`src/design/dxt_pkg.sv`:
```
// shared constants, types and endpoint widening functions for the dxt block decoder
package dxt_pkg;

  // stream widths: a 128-bit compressed block in, a 40-bit pixel beat out
  localparam int InW  = 128;
  localparam int OutW = 40;

  // one rgb triple, red in element 0
  typedef logic [2:0][7:0] rgb_t;

  // reciprocal multipliers for the fixed divisions, with matching shifts
  localparam logic [9:0]  Recip3 = 10'd683;   // x/3 for x below 766
  localparam logic [10:0] Recip5 = 11'd1639;  // x/5 for x below 1276
  localparam logic [11:0] Recip7 = 12'd2341;  // x/7 for x below 1786

  localparam logic [7:0] AlphaOpaque = 8'd255;
  localparam logic [7:0] AlphaClear  = 8'd0;
  localparam logic [3:0] LastPixel   = 4'd15;

  // five-bit channel to eight bits, floor(v*255/31) = 8v + floor(7v/31)
  function automatic logic [7:0] widen5(input logic [4:0] v);
    logic [2:0] q;
    q = 3'(v >= 5'd5) + 3'(v >= 5'd9) + 3'(v >= 5'd14) + 3'(v >= 5'd18)
      + 3'(v >= 5'd23) + 3'(v >= 5'd27) + 3'(v == 5'd31);
    return {v, 3'b000} + {5'b00000, q};
  endfunction

  // six-bit channel to eight bits, floor(v*255/63) = 4v + floor(v/21)
  function automatic logic [7:0] widen6(input logic [5:0] v);
    logic [1:0] q;
    q = 2'(v >= 6'd21) + 2'(v >= 6'd42) + 2'(v == 6'd63);
    return {v, 2'b00} + {6'b000000, q};
  endfunction

endpackage

```
`src/design/dxt_block_texture_decoder.sv`:
```
// dxt1 / dxt5 4x4 block decoder: palette pipeline and pixel serializer
//
//   channel   dir  beat                        fields
//   s_axis    in   one compressed block        tdata: color_word, alpha_word
//   m_axis    out  one decoded pixel           tdata: rgba, pixel_index; tlast
//   cfg       in   format_mode write           cfg_wdata, taken when cfg_we
//
// a block passes three palette stages (widen and sums, reciprocal multiplies,
// palette select), then a serializer emits its 16 pixels through an output
// register, one per cycle while m_axis takes them; the serializer takes the
// next block as its last pixel goes out, and up to three blocks wait in the
// stages while it drains one.
// rst is synchronous and clears all valid bits and format_mode (dxt1).
// back pressure on m_axis holds every full stage in place, nothing lost or repeated.
module dxt_block_texture_decoder (
  input  logic                      clk,
  input  logic                      rst,
  input  logic                      s_axis_tvalid,
  output logic                      s_axis_tready,
  // [63:0] color_word, [127:64] alpha_word
  input  logic [dxt_pkg::InW-1:0]   s_axis_tdata,
  output logic                      m_axis_tvalid,
  input  logic                      m_axis_tready,
  // [7:0] red, [15:8] green, [23:16] blue, [31:24] alpha,
  // [35:32] pixel_index, [39:36] zero
  output logic [dxt_pkg::OutW-1:0]  m_axis_tdata,
  output logic                      m_axis_tlast,
  input  logic                      cfg_we,
  input  logic                      cfg_wdata
);
  import dxt_pkg::*;

  // configuration
  logic format_mode;

  // input decode
  logic [63:0] cw, aw;
  logic [15:0] c0, c1;
  logic [7:0]  a0, a1;
  rgb_t        e0_in, e1_in, mid_in;
  logic [2:0][9:0]  n2_in, n3_in;
  logic [5:0][10:0] x7_in;
  logic [3:0][10:0] x5_in;

  // stage a: widened endpoints and numerators
  logic             a_valid;
  rgb_t             a_e0, a_e1, a_mid;
  logic [2:0][9:0]  a_n2, a_n3;
  logic             a_cgt, a_agt;
  logic [31:0]      a_cidx;
  logic [47:0]      a_aidx;
  logic [7:0]       a_a0, a_a1;
  logic [5:0][10:0] a_x7;
  logic [3:0][10:0] a_x5;

  // stage b: reciprocal products
  logic             b_valid;
  rgb_t             b_e0, b_e1, b_mid;
  logic [2:0][19:0] b_p2, b_p3;
  logic             b_cgt, b_agt;
  logic [31:0]      b_cidx;
  logic [47:0]      b_aidx;
  logic [7:0]       b_a0, b_a1;
  logic [5:0][22:0] b_p7;
  logic [3:0][21:0] b_p5;

  // stage c: finished palettes
  logic            c_valid;
  rgb_t            c_cpal [4];
  logic [7:0]      c_apal [8];
  logic            c_cgt;
  logic [31:0]     c_cidx;
  logic [47:0]     c_aidx;

  // serializer holding one block
  logic            ser_valid;
  logic [3:0]      ser_cnt;
  rgb_t            ser_cpal [4];
  logic [7:0]      ser_apal [8];
  logic            ser_cgt;
  logic [31:0]     ser_cidx;
  logic [47:0]     ser_aidx;

  // output register
  logic            out_valid;
  logic [OutW-1:0] out_data;
  logic            out_last;

  // handshake chain
  logic out_load, ser_done, ser_ready, ser_load, c_ready, b_ready, a_ready;

  // per-pixel select
  logic [1:0] ci;
  logic [5:0] apos;
  logic [2:0] ai;
  logic [7:0] pix_alpha;
  rgb_t       pix_rgb;

  // ready flows back, a stage moves when its successor is empty or moving
  assign out_load      = ser_valid && (!out_valid || m_axis_tready);
  assign ser_done      = out_load && (ser_cnt == LastPixel);
  assign ser_ready     = !ser_valid || ser_done;
  assign ser_load      = ser_ready && c_valid;
  assign c_ready       = !c_valid || ser_ready;
  assign b_ready       = !b_valid || c_ready;
  assign a_ready       = !a_valid || b_ready;
  assign s_axis_tready = a_ready;

  // format register
  always_ff @(posedge clk) begin
    if (rst) begin
      format_mode <= 1'b0;
    end else if (cfg_we) begin
      format_mode <= cfg_wdata;
    end
  end

  // widen endpoints and form the interpolation numerators
  always_comb begin
    cw = s_axis_tdata[63:0];
    aw = s_axis_tdata[127:64];
    c0 = cw[15:0];
    c1 = cw[31:16];
    a0 = aw[7:0];
    a1 = aw[15:8];
    e0_in[0] = widen5(c0[15:11]);
    e0_in[1] = widen6(c0[10:5]);
    e0_in[2] = widen5(c0[4:0]);
    e1_in[0] = widen5(c1[15:11]);
    e1_in[1] = widen6(c1[10:5]);
    e1_in[2] = widen5(c1[4:0]);
    for (int ch = 0; ch < 3; ch++) begin
      n2_in[ch]  = {1'b0, e0_in[ch], 1'b0} + {2'b00, e1_in[ch]};
      n3_in[ch]  = {2'b00, e0_in[ch]} + {1'b0, e1_in[ch], 1'b0};
      mid_in[ch] = 8'(({1'b0, e0_in[ch]} + {1'b0, e1_in[ch]}) >> 1);
    end
    for (int i = 0; i < 6; i++) begin
      x7_in[i] = {3'b000, a0} * 11'(6 - i) + {3'b000, a1} * 11'(i + 1);
    end
    for (int i = 0; i < 4; i++) begin
      x5_in[i] = {3'b000, a0} * 11'(4 - i) + {3'b000, a1} * 11'(i + 1);
    end
  end

  // stage a register
  always_ff @(posedge clk) begin
    if (rst) begin
      a_valid <= 1'b0;
    end else if (a_ready) begin
      a_valid <= s_axis_tvalid;
    end
  end

  always_ff @(posedge clk) begin
    if (a_ready) begin
      a_e0   <= e0_in;
      a_e1   <= e1_in;
      a_mid  <= mid_in;
      a_n2   <= n2_in;
      a_n3   <= n3_in;
      a_cgt  <= c0 > c1;
      a_agt  <= a0 > a1;
      a_cidx <= cw[63:32];
      a_aidx <= aw[63:16];
      a_a0   <= a0;
      a_a1   <= a1;
      a_x7   <= x7_in;
      a_x5   <= x5_in;
    end
  end

  // stage b: reciprocal multiplies for every interpolated entry, both alpha styles
  always_ff @(posedge clk) begin
    if (rst) begin
      b_valid <= 1'b0;
    end else if (b_ready) begin
      b_valid <= a_valid;
    end
  end

  always_ff @(posedge clk) begin
    if (b_ready) begin
      b_e0   <= a_e0;
      b_e1   <= a_e1;
      b_mid  <= a_mid;
      b_cgt  <= a_cgt;
      b_agt  <= a_agt;
      b_cidx <= a_cidx;
      b_aidx <= a_aidx;
      b_a0   <= a_a0;
      b_a1   <= a_a1;
      for (int ch = 0; ch < 3; ch++) begin
        b_p2[ch] <= {10'd0, a_n2[ch]} * {10'd0, Recip3};
        b_p3[ch] <= {10'd0, a_n3[ch]} * {10'd0, Recip3};
      end
      for (int i = 0; i < 6; i++) begin
        b_p7[i] <= {12'd0, a_x7[i]} * {11'd0, Recip7};
      end
      for (int i = 0; i < 4; i++) begin
        b_p5[i] <= {11'd0, a_x5[i]} * {11'd0, Recip5};
      end
    end
  end

  // stage c: pick palette entries by the endpoint order tests
  always_ff @(posedge clk) begin
    if (rst) begin
      c_valid <= 1'b0;
    end else if (c_ready) begin
      c_valid <= b_valid;
    end
  end

  always_ff @(posedge clk) begin
    if (c_ready) begin
      c_cgt     <= b_cgt;
      c_cidx    <= b_cidx;
      c_aidx    <= b_aidx;
      c_cpal[0] <= b_e0;
      c_cpal[1] <= b_e1;
      for (int ch = 0; ch < 3; ch++) begin
        c_cpal[2][ch] <= b_cgt ? b_p2[ch][18:11] : b_mid[ch];
        c_cpal[3][ch] <= b_cgt ? b_p3[ch][18:11] : 8'd0;
      end
      c_apal[0] <= b_a0;
      c_apal[1] <= b_a1;
      if (b_agt) begin
        for (int i = 0; i < 6; i++) begin
          c_apal[i+2] <= b_p7[i][21:14];
        end
      end else begin
        for (int i = 0; i < 4; i++) begin
          c_apal[i+2] <= b_p5[i][20:13];
        end
        c_apal[6] <= AlphaClear;
        c_apal[7] <= AlphaOpaque;
      end
    end
  end

  // serializer: holds a block and steps through its pixels
  always_ff @(posedge clk) begin
    if (rst) begin
      ser_valid <= 1'b0;
      ser_cnt   <= 4'd0;
    end else if (ser_ready) begin
      ser_valid <= c_valid;
      ser_cnt   <= 4'd0;
    end else if (out_load) begin
      ser_cnt <= ser_cnt + 4'd1;
    end
  end

  always_ff @(posedge clk) begin
    if (ser_ready) begin
      ser_cpal <= c_cpal;
      ser_apal <= c_apal;
      ser_cgt  <= c_cgt;
      ser_cidx <= c_cidx;
      ser_aidx <= c_aidx;
    end
  end

  // current pixel lookup
  always_comb begin
    ci      = ser_cidx[{ser_cnt, 1'b0} +: 2];
    apos    = {2'b00, ser_cnt} + {1'b0, ser_cnt, 1'b0};
    ai      = ser_aidx[apos +: 3];
    pix_rgb = ser_cpal[ci];
    if (format_mode) begin
      pix_alpha = ser_apal[ai];
    end else if (ci == 2'd3 && !ser_cgt) begin
      pix_alpha = AlphaClear;
    end else begin
      pix_alpha = AlphaOpaque;
    end
  end

  // output register, refilled in the cycle its beat is taken
  always_ff @(posedge clk) begin
    if (rst) begin
      out_valid <= 1'b0;
    end else if (out_load) begin
      out_valid <= 1'b1;
    end else if (m_axis_tready) begin
      out_valid <= 1'b0;
    end
  end

  always_ff @(posedge clk) begin
    if (out_load) begin
      out_data <= {4'b0000, ser_cnt, pix_alpha, pix_rgb[2], pix_rgb[1], pix_rgb[0]};
      out_last <= ser_cnt == LastPixel;
    end
  end

  assign m_axis_tvalid = out_valid;
  assign m_axis_tdata  = out_data;
  assign m_axis_tlast  = out_last;

  // tlast marks exactly the sixteenth pixel
  a_last_index: assert property (@(posedge clk) disable iff (rst)
    m_axis_tvalid |-> (m_axis_tlast == (m_axis_tdata[35:32] == LastPixel)))
    else $error("tlast does not match pixel index");

  // a taken pixel that is not the last is followed at once by the next one
  a_pixel_step: assert property (@(posedge clk) disable iff (rst)
    (m_axis_tvalid && m_axis_tready && !m_axis_tlast) |=>
      (m_axis_tvalid && m_axis_tdata[35:32] == $past(m_axis_tdata[35:32]) + 4'd1))
    else $error("pixel sequence broken");

  // a freshly loaded block starts at pixel zero
  a_ser_start: assert property (@(posedge clk) disable iff (rst)
    ser_load |=> (ser_valid && ser_cnt == 4'd0))
    else $error("serializer did not restart");

  // a palette waiting on a busy serializer stays put
  a_c_hold: assert property (@(posedge clk) disable iff (rst)
    (c_valid && !ser_ready) |=> (c_valid && $stable(c_cidx) && $stable(c_aidx)))
    else $error("stage c lost its block while stalled");

endmodule

```
`config.mk`:
```
export PLATFORM = sky130hd
export DESIGN_NAME = dxt_block_texture_decoder
export DESIGN_NICKNAME = d
export VERILOG_FILES = /design/src/design/dxt_pkg.sv /design/src/design/dxt_block_texture_decoder.sv
export SDC_FILE = /design/constraint.sdc
export NUM_CORES = 2
export LEC_CHECK = 0
export ABC_AREA = 1
export BUFFER_PORTS_ARGS = -buffer_cell sky130_fd_sc_hd__buf_2
export CORE_MARGIN = 2
export CORE_UTILIZATION = 50
export CTS_CLUSTER_DIAMETER = 30
export DETAILED_ROUTE_END_ITERATION = 10
export GPL_ROUTABILITY_DRIVEN = 0
export HOLD_SLACK_MARGIN = 0.15
export PLACE_DENSITY = 0.69
export SETUP_SLACK_MARGIN = 0.3
export SLEW_MARGIN = 10
export SYNTH_ARGS = -nofsm -noshare
export SYNTH_HDL_FRONTEND = slang
export SYNTH_SLANG_ARGS = --single-unit
```
`constraint.sdc`:
```
create_clock -name clk -period 25.9 [get_ports clk]
set_clock_uncertainty 0.1 [all_clocks]
set_input_delay 2.59 -clock clk [delete_from_list [all_inputs] [get_ports clk]]
set_output_delay 2.59 -clock clk [all_outputs]
set_load 0.1 [all_outputs]
```
==> metrics <==
status finished, final reports clean; hpwl dp around 120,000 um; crit start category input port; Core Footprint 149,000 um^2; Overall Global Routing Usage between 20% and 30%; Routed Antenna Nets 0; CTS tree built; total CTS buffers roughly 210; Yosys top cell by area edfxtp_1; grt total ovfl 0; drt wl/cell between 15 and 20 um; Synth Area per Inst 11.8 um^2; die area 153,000 um^2; slew margin rel. 19.6%; Final Slew Violations 0; H-tree depth 4; top cell type's share of synthesized area 45.5%; root buf cell clkbuf_16; Port-buffer cells 172; CTS resizes 0; Nets 8,425; clock sinks 1,147; pin count of the biggest net entering global routing ~160; Reg2Reg Capture Point a_e1[12]; Syn Inst Count 6,372; DR vias 46,400; share of cells above drive strength 1 9.45%; Seq cells post-synth 1,147; Reg2Reg Setup Slack 19.16 ns; Max-Cap Viols 0; initial antenna violation count 7; period utilization 33.6%; post-synthesis sequential area ratio 45.8%; Critical R2R Launch ser_cnt[1]; # hold bufs at CTS 0; Hold Path Class reg2reg; Netlist Area Pre-Place between 70,000 and 80,000 um^2; Worst-Margin Slew 1.21 ns; ys async rst share 0%; Synth area leaders edfxtp_1 (46%), ha_1 (20%), fa_1 (11%); Hold Path Origin b_aidx[0]; hold_ws between 0.2 and 0.3 ns; dpl cells 8,516; Setup Buffers After CTS 0; CTS max path bufs 3; Synth Flop Type edfxtp_1; Clock Latency Late Sink 0.84 ns; Iter 0 DRT Violations 2,823; non-filler cells, final 8,916; routed wire length 155,000 um; Chip Height 391 um; first-pass GRT wire length 251,000 um; crit path capture type primary output; num rows approximately 140; cells on worst reg2reg path 12; P&R area growth vs syn 14.7%; final setup fails 0; CP Class in2out; fin crit period 8.70 ns; DIE WIDTH 391 um; Distinct cells, synth 54; worst path arrival time 6.01 ns; fmax between 100 and 150 MHz; diode count 0; worst-path fanout max 117; Min-Delay Endpoint c_aidx[0]; unrepaired setup endpoints after global routing no; Syn. warnings 0; DRC Markers 0; Hold Path Cell Cnt 0; First-pass DRT Iterations 5; number of synthesized flops with an enable pin 1,137; Final Hold Fails 0; Initial Util between 50% and 60%; Clock transition at path regs 0.05 ns; vias in the first global route 48,000; io pins 177; CP required 23.21 ns; DR vias/cell 5.20; setup_tns 0 ns
-- through the flow --
stage	setup slack [ns]	utilization (%)	instance area (um^2)
floorplan	3.21	-	75000
global placement	17.16	52.3	78200
detailed placement	17.09	52.3	78200
CTS	17.06	57.5	86000
global route	16.86	57.5	86000
finish	17.20	57.5	86000
-- layer usage --
| layer | vias up | global-route usage, % | routed length [um] |
|---|---|---|---|
| met4 | 4 | 6.52 | 3970 |
| met3 | 272 | 3.32 | 6720 |
| met2 | 968 | 35.8 | 76500 |
| met1 | 22500 | 26.7 | 67600 |
| li1 | 22600 | - | - |
| met5 | - | 0 | 26 |
-- cells in the final DEF (no fill, tap or decap), types with 15 or more instances in the layout --
cell	instances
inv_6	30
a211oi_1	18
a32oi_1	24
bufinv_16	35
a21o_1	38
clkinv_2	25
buf_4	20
clkbuf_16	214
o211ai_1	20
nand3_1	271
nand2_1	748
nor2_1	193
xor2_1	241
clkinvlp_4	19
ha_1	1177
edfxtp_1	1137
nand4_1	35
nor3_1	35
o21ai_0	148
mux2_2	56
o31ai_1	15
inv_1	1144
xnor2_1	61
clkinv_4	25
o21bai_1	37
clkinv_1	15
a31oi_1	21
buf_2	172
a21oi_1	368
fa_1	399
-- area by class of cell --
type / instances / area, um^2
Clock inverter: 170 / 2350
Tap cell: 2016 / 2520
Timing Repair Buffer: 193 / 1030
Inverter: 1154 / 4360
Fill cell: 12000 / 63400
Multi-Input combinational cell: 4006 / 35900
Clock buffer: 230 / 5450
Sequential cell: 1147 / 34300
-- flip-flops by register name, indices dropped and copies added, names as in the netlist, 58 cells and up --
register  flops
ser_cpal     96
a_x7         58
c_apal       64
c_cpal       96
ser_apal     64
-- cells by family (layout without fill, tap and decap cells) --
| group | Yosys count | count (layout) | synth area share (%) |
|---|---|---|---|
| adders and majority gates | 1576 | 1576 | 30.3 |
| and+or+nand+nor | 1325 | 1325 | 7.47 |
| buffers and inverters | 1222 | 1747 | 6.28 |
| DFF | 1147 | 1147 | 45.8 |
| AOI/OAI and AO/OA | 740 | 740 | 5.71 |
| xor gates and xnor gates | 303 | 303 | 3.55 |
| muxes | 58 | 58 | 0.868 |
| other | 1 | 4 | 0.00500 |
-- worst max path at each step --
stage / from / end / slack [ns] / depth (start not counted)
finish: m_axis_tready / s_axis_tready / 17.20 / 10
detailed placement: m_axis_tready / s_axis_tready / 17.09 / 10
CTS: m_axis_tready / s_axis_tready / 17.06 / 10
floorplan: m_axis_tready / s_axis_tready / 3.21 / 8
global route: m_axis_tready / s_axis_tready / 16.86 / 10
global placement: m_axis_tready / s_axis_tready / 17.16 / 10
-- synth_stat cells (38+ instances only) --
cell type	n
nor2_1	193
inv_1	1148
edfxtp_1	1137
fa_1	399
xnor2_1	61
a21o_1	38
mux2_2	56
xor2_1	241
o21ai_0	148
nand2_1	751
a21oi_1	368
ha_1	1177
nand3_1	271
-- worst max-delay path, stage by stage --
cell and delay [ns]:
buf_2 0.09, inv_1 0.03, nand2_1 0.10, a21oi_1 0.16
inv_8 0.58, nor2_1 0.25, inv_8 0.60, nor2_1 0.31
nand2_4 0.62, buf_2 0.63
Power is not shown: default switching activity piles up to over one toggle a cycle in this logic, so the estimate is an artifact.
